--- src/rtl/core/tzpc_pkg.sv ---
// Package for the two-zone passage counter core.
// Holds the transfer payload types, direction codes and sizing constants.
// No dependencies; imported by every module under rtl/core.
package tzpc_pkg;

    localparam int COUNT_WIDTH_DEF = 16;
    localparam int TIME_WIDTH_DEF  = 32;
    localparam int QUEUE_DEPTH     = 2;

    localparam logic [15:0] THRESHOLD_RESET = 16'd1500;

    // Direction codes, shared by entry order and last direction.
    typedef enum logic [1:0] {
        DIR_NONE   = 2'd0,
        DIR_A_TO_B = 2'd1,
        DIR_B_TO_A = 2'd2
    } dir_t;

    typedef struct packed {
        logic [15:0] distance_mm;
        logic [31:0] time_ms;
    } tzpc_in_t;

    typedef struct packed {
        logic [15:0] person_count;
        logic [1:0]  last_direction;
        logic        zone_a_busy;
        logic        zone_b_busy;
        logic        any_busy;
    } tzpc_out_t;

    // Classified sample as it sits in the queue.
    typedef struct packed {
        logic        occ;
        logic [31:0] time_ms;
    } tzpc_cls_t;

    // Queue status seen by the front and back sides.
    typedef struct packed {
        logic not_empty;
        logic not_full;
    } tzpc_q_stat_t;

endpackage

--- src/rtl/core/tzpc_front.sv ---
// Front side of the passage counter: threshold register and occupancy classify.
// Depends on tzpc_pkg; feeds tzpc_queue.
module tzpc_front import tzpc_pkg::*; (
    input  logic         aclk,
    input  logic         aresetn,
    input  logic         cfg_wr_en,
    input  logic [15:0]  cfg_wr_data,
    input  logic         s_valid,
    output logic         s_ready,
    input  tzpc_in_t     s_data,
    input  tzpc_q_stat_t q_stat,
    output logic         q_push,
    output tzpc_cls_t    q_entry
);

    logic [15:0] threshold_reg;

    always_ff @(posedge aclk) begin
        if (!aresetn) begin
            threshold_reg <= THRESHOLD_RESET;
        end else if (cfg_wr_en) begin
            threshold_reg <= cfg_wr_data;
        end
    end

    assign s_ready         = q_stat.not_full;
    assign q_push          = s_valid && q_stat.not_full;
    assign q_entry.occ     = (s_data.distance_mm <= threshold_reg);
    assign q_entry.time_ms = s_data.time_ms;

endmodule

--- src/rtl/core/tzpc_queue.sv ---
// Short FIFO between front and back sides of the passage counter.
// Depends on tzpc_pkg (entry type, depth).
module tzpc_queue import tzpc_pkg::*; (
    input  logic         aclk,
    input  logic         aresetn,
    input  logic         push,
    input  tzpc_cls_t    push_entry,
    input  logic         pop,
    output tzpc_cls_t    head,
    output tzpc_q_stat_t stat
);

    localparam int PTR_W = (QUEUE_DEPTH > 1) ? $clog2(QUEUE_DEPTH) : 1;
    localparam int CNT_W = $clog2(QUEUE_DEPTH + 1);

    tzpc_cls_t        slot_reg [QUEUE_DEPTH];
    logic [PTR_W-1:0] wr_ptr_reg, wr_ptr_next;
    logic [PTR_W-1:0] rd_ptr_reg, rd_ptr_next;
    logic [CNT_W-1:0] fill_reg, fill_next;

    always_comb begin
        wr_ptr_next = wr_ptr_reg;
        rd_ptr_next = rd_ptr_reg;
        fill_next   = fill_reg;
        if (push) begin
            wr_ptr_next = (wr_ptr_reg == PTR_W'(QUEUE_DEPTH - 1)) ? '0 : wr_ptr_reg + 1'b1;
        end
        if (pop) begin
            rd_ptr_next = (rd_ptr_reg == PTR_W'(QUEUE_DEPTH - 1)) ? '0 : rd_ptr_reg + 1'b1;
        end
        if (push && !pop) begin
            fill_next = fill_reg + 1'b1;
        end else if (pop && !push) begin
            fill_next = fill_reg - 1'b1;
        end
    end

    always_ff @(posedge aclk) begin
        if (!aresetn) begin
            wr_ptr_reg <= '0;
            rd_ptr_reg <= '0;
            fill_reg   <= '0;
        end else begin
            wr_ptr_reg <= wr_ptr_next;
            rd_ptr_reg <= rd_ptr_next;
            fill_reg   <= fill_next;
        end
    end

    always_ff @(posedge aclk) begin
        if (push) begin
            slot_reg[wr_ptr_reg] <= push_entry;
        end
    end

    assign head          = slot_reg[rd_ptr_reg];
    assign stat.not_empty = (fill_reg != '0);
    assign stat.not_full  = (fill_reg != CNT_W'(QUEUE_DEPTH));

endmodule

--- src/rtl/core/tzpc_back.sv ---
// Back side of the passage counter: zone state, passage check, count and
// the result register. Depends on tzpc_pkg; pops from tzpc_queue.
module tzpc_back import tzpc_pkg::*; #(
    parameter int COUNT_WIDTH = COUNT_WIDTH_DEF,
    parameter int TIME_WIDTH  = TIME_WIDTH_DEF
) (
    input  logic         aclk,
    input  logic         aresetn,
    input  tzpc_q_stat_t q_stat,
    input  tzpc_cls_t    q_head,
    output logic         q_pop,
    output logic         m_valid,
    input  logic         m_ready,
    output tzpc_out_t    m_data
);

    logic                   active_reg, active_next;
    logic                   a_occ_reg, a_occ_next;
    logic                   b_occ_reg, b_occ_next;
    logic [TIME_WIDTH-1:0]  a_rise_reg, a_rise_next;
    logic [TIME_WIDTH-1:0]  a_fall_reg, a_fall_next;
    logic [TIME_WIDTH-1:0]  b_rise_reg, b_rise_next;
    logic [TIME_WIDTH-1:0]  b_fall_reg, b_fall_next;
    dir_t                   entry_reg, entry_next;
    dir_t                   dir_reg, dir_next;
    logic [COUNT_WIDTH-1:0] count_reg, count_next;
    logic                   out_valid_reg, out_valid_next;
    tzpc_out_t              out_data_reg, out_data_next;

    logic [TIME_WIDTH-1:0]  t_in;
    logic                   changed;
    logic                   both_clear;
    logic                   pass_ab;
    logic                   pass_ba;

    assign q_pop = q_stat.not_empty && (!out_valid_reg || m_ready);
    assign t_in  = TIME_WIDTH'(q_head.time_ms);

    // Zone update from the popped sample.
    always_comb begin
        a_occ_next  = a_occ_reg;
        b_occ_next  = b_occ_reg;
        a_rise_next = a_rise_reg;
        a_fall_next = a_fall_reg;
        b_rise_next = b_rise_reg;
        b_fall_next = b_fall_reg;
        if (!active_reg) begin
            a_occ_next = q_head.occ;
            if (q_head.occ) begin
                a_rise_next = t_in;
            end else begin
                a_fall_next = t_in;
            end
        end else begin
            b_occ_next = q_head.occ;
            if (q_head.occ) begin
                b_rise_next = t_in;
            end else begin
                b_fall_next = t_in;
            end
        end
    end

    assign active_next = ~active_reg;
    assign changed     = (a_occ_next != a_occ_reg) || (b_occ_next != b_occ_reg);
    assign both_clear  = !a_occ_next && !b_occ_next;

    // Full-passage time ordering, checked on the updated times.
    assign pass_ab = (entry_reg == DIR_A_TO_B) && (a_fall_next != '0)
                  && (b_fall_next >= b_rise_next) && (b_fall_next >= a_fall_next)
                  && (b_fall_next >= a_rise_next) && (a_fall_next >= a_rise_next)
                  && (a_fall_next >= b_rise_next) && (b_rise_next >= a_rise_next);
    assign pass_ba = (entry_reg == DIR_B_TO_A) && (a_fall_next != '0)
                  && (a_fall_next >= a_rise_next) && (a_fall_next >= b_fall_next)
                  && (a_fall_next >= b_rise_next) && (b_fall_next >= b_rise_next)
                  && (b_fall_next >= a_rise_next) && (a_rise_next >= b_rise_next);

    always_comb begin
        entry_next = entry_reg;
        dir_next   = dir_reg;
        count_next = count_reg;
        if (changed) begin
            if (a_occ_next && (a_rise_next != '0) && !b_occ_next && (b_rise_next == '0)) begin
                entry_next = DIR_A_TO_B;
            end else if (b_occ_next && (b_rise_next != '0) && !a_occ_next
                         && (a_rise_next == '0)) begin
                entry_next = DIR_B_TO_A;
            end
            if (both_clear) begin
                if (pass_ab) begin
                    dir_next = DIR_A_TO_B;
                    if (count_reg != '1) begin
                        count_next = count_reg + 1'b1;
                    end
                end else if (pass_ba) begin
                    dir_next = DIR_B_TO_A;
                    if (count_reg != '0) begin
                        count_next = count_reg - 1'b1;
                    end
                end
                entry_next = DIR_NONE;
            end
        end
    end

    always_comb begin
        out_data_next.person_count   = 16'(count_next);
        out_data_next.last_direction = dir_next;
        out_data_next.zone_a_busy    = a_occ_next;
        out_data_next.zone_b_busy    = b_occ_next;
        out_data_next.any_busy       = a_occ_next || b_occ_next;
        out_valid_next               = q_pop || (out_valid_reg && !m_ready);
    end

    always_ff @(posedge aclk) begin
        if (!aresetn) begin
            active_reg    <= 1'b0;
            a_occ_reg     <= 1'b0;
            b_occ_reg     <= 1'b0;
            a_rise_reg    <= '0;
            a_fall_reg    <= '0;
            b_rise_reg    <= '0;
            b_fall_reg    <= '0;
            entry_reg     <= DIR_NONE;
            dir_reg       <= DIR_NONE;
            count_reg     <= '0;
            out_valid_reg <= 1'b0;
        end else begin
            out_valid_reg <= out_valid_next;
            if (q_pop) begin
                active_reg <= active_next;
                a_occ_reg  <= a_occ_next;
                b_occ_reg  <= b_occ_next;
                entry_reg  <= entry_next;
                dir_reg    <= dir_next;
                count_reg  <= count_next;
                // Times are dropped whenever both zones end up clear.
                if (both_clear) begin
                    a_rise_reg <= '0;
                    a_fall_reg <= '0;
                    b_rise_reg <= '0;
                    b_fall_reg <= '0;
                end else begin
                    a_rise_reg <= a_rise_next;
                    a_fall_reg <= a_fall_next;
                    b_rise_reg <= b_rise_next;
                    b_fall_reg <= b_fall_next;
                end
            end
        end
    end

    always_ff @(posedge aclk) begin
        if (q_pop) begin
            out_data_reg <= out_data_next;
        end
    end

    assign m_valid = out_valid_reg;
    assign m_data  = out_data_reg;

endmodule

--- src/rtl/core/two_zone_passage_counter_core.sv ---
// Two-zone passage counter, top level.
// Instantiates tzpc_front, tzpc_queue and tzpc_back; depends on tzpc_pkg.
// Usage:
//  - s_*: one transfer per distance sample (distance_mm, time_ms); samples
//    alternate zone A, zone B, A, ... starting with zone A after reset.
//  - m_*: exactly one result transfer per input transfer, in order: net
//    count, last direction and current zone occupancy.
//  - cfg_wr_en/cfg_wr_data write the occupancy threshold (reset 1500 mm).
//    Write only while no sample is in flight.
// Timing:
//  - m_valid rises once the back stage takes the sample: the queue is written
//    at the accepting edge, and the back stage loads the result register
//    when it pops that entry from the queue.
//  - Throughput is 1 sample per cycle while the receiver keeps m_ready high,
//    set by the back stage's state update.
//  - When the receiver holds m_ready low the result register holds, the
//    2-entry queue fills, and s_ready drops once both entries are taken.
// Reset (aresetn, synchronous, active low) clears zone state, times, count,
// direction and the queue, and loads the default threshold.
module two_zone_passage_counter_core import tzpc_pkg::*; #(
    parameter int COUNT_WIDTH = COUNT_WIDTH_DEF,
    parameter int TIME_WIDTH  = TIME_WIDTH_DEF
) (
    input  logic        aclk,
    input  logic        aresetn,
    input  logic        cfg_wr_en,
    input  logic [15:0] cfg_wr_data,
    input  logic        s_valid,
    output logic        s_ready,
    input  tzpc_in_t    s_data,
    output logic        m_valid,
    input  logic        m_ready,
    output tzpc_out_t   m_data
);

    tzpc_q_stat_t q_stat;
    logic         q_push;
    logic         q_pop;
    tzpc_cls_t    q_entry;
    tzpc_cls_t    q_head;

    // Front: threshold register and sample classify.
    tzpc_front u_front (
        .aclk        (aclk),
        .aresetn     (aresetn),
        .cfg_wr_en   (cfg_wr_en),
        .cfg_wr_data (cfg_wr_data),
        .s_valid     (s_valid),
        .s_ready     (s_ready),
        .s_data      (s_data),
        .q_stat      (q_stat),
        .q_push      (q_push),
        .q_entry     (q_entry)
    );

    // Decoupling queue.
    tzpc_queue u_queue (
        .aclk       (aclk),
        .aresetn    (aresetn),
        .push       (q_push),
        .push_entry (q_entry),
        .pop        (q_pop),
        .head       (q_head),
        .stat       (q_stat)
    );

    // Back: zone tracking, passage check, counting, result register.
    tzpc_back #(
        .COUNT_WIDTH (COUNT_WIDTH),
        .TIME_WIDTH  (TIME_WIDTH)
    ) u_back (
        .aclk    (aclk),
        .aresetn (aresetn),
        .q_stat  (q_stat),
        .q_head  (q_head),
        .q_pop   (q_pop),
        .m_valid (m_valid),
        .m_ready (m_ready),
        .m_data  (m_data)
    );

endmodule

--- config.mk ---
export PLATFORM = sky130hd
export DESIGN_NAME = two_zone_passage_counter_core
export DESIGN_NICKNAME = d
export VERILOG_FILES = /design/src/rtl/core/tzpc_pkg.sv /design/src/rtl/core/tzpc_front.sv /design/src/rtl/core/tzpc_queue.sv /design/src/rtl/core/tzpc_back.sv /design/src/rtl/core/two_zone_passage_counter_core.sv
export SDC_FILE = /design/constraint.sdc
export NUM_CORES = 1
export LEC_CHECK = 0
export BUFFER_PORTS_ARGS = -buffer_cell sky130_fd_sc_hd__buf_4
export CAP_MARGIN = 20
export CORE_MARGIN = 2
export CORE_UTILIZATION = 45
export CTS_BUF_LIST = sky130_fd_sc_hd__clkbuf_16
export DETAILED_ROUTE_END_ITERATION = 6
export PLACE_DENSITY = 0.6
export RECOVER_POWER = 100
export SLEW_MARGIN = 10
export SYNTH_ARGS = -nofsm -noshare
export SYNTH_HDL_FRONTEND = slang
export SYNTH_HIERARCHICAL = 1
export SYNTH_SLANG_ARGS = --single-unit
--- constraint.sdc ---
create_clock -name aclk -period 12.6 [get_ports aclk]
set_input_delay 1.26 -clock aclk [delete_from_list [all_inputs] [get_ports aclk]]
set_output_delay 1.26 -clock aclk [all_outputs]
set_load 0.005 [all_outputs]
==> metrics.yaml <==
cts.sinks: 260
synth.avg_cell_area_sq_um: 9.14
fin_ws_ps: 3920
crit_arrival_ps: 8970
grt_pass1_vias: 13373
synthArstFlopShare_pct: 0
num_vias: 14058
synth.cell_area_sq_um: 17200
dp_slack_ps: 6740
htreeDepth: 1
io_buffers: 91
die_y_um: 199
wl_per_cell_um: 20.0
final_area_sq_um: 18900
cts-hold-fix-buffers: 0
setup_viol: 0
layout-drive-gt1-share_pct: 9.60
crit_type: "flop to flop"
syn_nets: 2159
worstHoldPathType: "flop to flop"
ctsResizeCount: 0
routabilityCongestion: 0.899
yosys_warnings: 6
syn-instance-count: 1878
power.total_mw: 4.76
cap_violations: 11
clock_path_buffers: 3
cts_tree: "built"
cp_max_fo: 71
first_pass_iters: 5
wirelength_um: 48600
startpoint_type: "flop"
io_pins: 92
root_buffer: "clkbuf_16"
start_util_pct: 45.7
required_ps: 12880
placed_area_sq_um: 18000
status: "complete, but fails checks"
clock_latency_ps: 590
track_usage_pct: 24.6
antenna_found_initial: 3
p_per_area_nw_per_um2: 253
num_rows: 71
place_inst: 2372
p_leak_nw: 8.07
rsz0062_at_grt: "no"
fin_util_pct: 50.2
slew_viol_final: 512
peakVddDrop_v: 0.000131
endpoint_kind: "flop"
finalCritPeriodShare_pct: 68.9
ys_seq_elements: 260
netlist-cell-type-count: 81
grt_pass1_wl_um: 75600
fin_hold_ws_ps: 482
synth_edf_count: 87
die_area_sq_um: 39700
post_cts_buffers: 0
viasPerCell: 5.79
fin_setup_tns_ps: 0
layout.nets: 2174
grt_max_degree: 106
violations: "max-capacitance violations, max-slew violations"
dp_hpwl_um: 34700
yosysSeqAreaShare_pct: 35.4
cts_buffers: 30
route.antenna.remaining_nets: 0
drt-initial-drc-count: 973
drcViolationCount: 0
worstMarginPinSlew_ps: 4350
synth-main-ff-cell: "dfxtp_1"
finalCriticalPeriod_ps: 8680
core_area_sq_um: 37600
max_slew_margin_pct: -190
stdcell_count: 2428
syn2layout_area_growth_pct: 9.88
clock_skew_ps: 29.8
clk_pin_slew_worst_paths_ps: 60
largest_reg_flops: 66
grt-ovfl-total: 0
num_antenna_cells: 0
die_w_um: 199
finalHoldViolCount: 0
clock.fmax_mhz: 115
## cell usage in the layout, fill, tap and decap left out, types with 60 or more instances in the layout
cell and instances:
a21oi_1 184, dfxtp_1 173, edfxtp_1 87, ha_1 212
inv_1 102, mux2i_1 113, nand2_1 91, nand4_1 60
nor2_1 179, nor3_1 115
## worst max-delay path, cell delays in order, from the launching register on
cell	delay [ps]
dfxtp_1	340
mux2_1	480
nand2_1	1690
o21ai_0	900
nor2_1	1860
clkbuf_1	2620
nor3_1	120
a21oi_1	250
nor2_1	50
## final cells by class
class	instances	area [sq um]
inverter	99	373
fill	3601	18700
multi-input combinational	1395	10100
tap	511	639
sequential	260	6080
clock buffer	31	776
timing repair buffer	107	717
clock inverter	25	203
## cells in the mapped netlist, types with 3 or more instances
master    count  area, sq um
a211oi_1     11         82.6
a21boi_0      3         22.5
a21o_1       20          150
a21oi_1     184          921
a221o_1       3         30.0
a221oi_1      6         52.6
a31oi_1      36          225
and2_1       40          250
and3_1        5         31.3
and4_1        7         61.3
buf_1        13         48.8
buf_2         8         40.0
buf_4        41          308
clkbuf_1     61          229
dfxtp_1     173         3460
edfxtp_1     87         2610
ha_1        212         2650
inv_1        98          368
mux2_1       33          372
mux2_2       35          394
mux2i_1     113         1130
nand2_1      89          334
nand2b_1      9         56.3
nand3_1      32          160
nand4_1      60          375
nor2_1      181          679
nor2b_1      20          125
nor3_1      115          576
nor4_1       23          144
o211ai_1     17          128
o21a_1        6         45.0
o21ai_0      36          180
o21ai_1       6         30.0
o31ai_1       4         30.0
or3_1         8         50.1
or4_1         7         52.6
xnor2_1       9         78.8
xor2_1        9         78.8
## power by group
group	switching [mW]	internal, mW
Sequential	0.0555	1.01
Combinational	1.86	0.969
Clock	0.365	0.505
## per-layer routing
layer  share of wire [%]  GRT usage, %  routed length, um
met5               0.031             0                 15
met1                  47          33.9              22600
met3                 5.3          3.39               2580
met2                  46          39.8              22200
met4                 2.5          7.46               1230
## kinds of logic after synthesis
family / share of synthesized area, %
simple gates: 17.9
compound gates: 13.4
flops: 35.4
buf+inv: 5.88
fa+ha+maj: 15.5
mux: 11.1
xor+xnor: 0.919
## final timing paths
check	depth (start not counted)	endpoint	start	slack (ps)
worst max-delay path	8	u_back/a_rise_reg[31]	flop	3920
worst min-delay path	2	u_front/threshold_reg[8]	u_front/threshold_reg[8]	480
worst max register to register	8	u_back/a_rise_reg[31]	flop	3920
worst min register to register	2	u_front/threshold_reg[8]	u_front/threshold_reg[8]	480
Note: power is estimated with default switching activity, not from simulation.
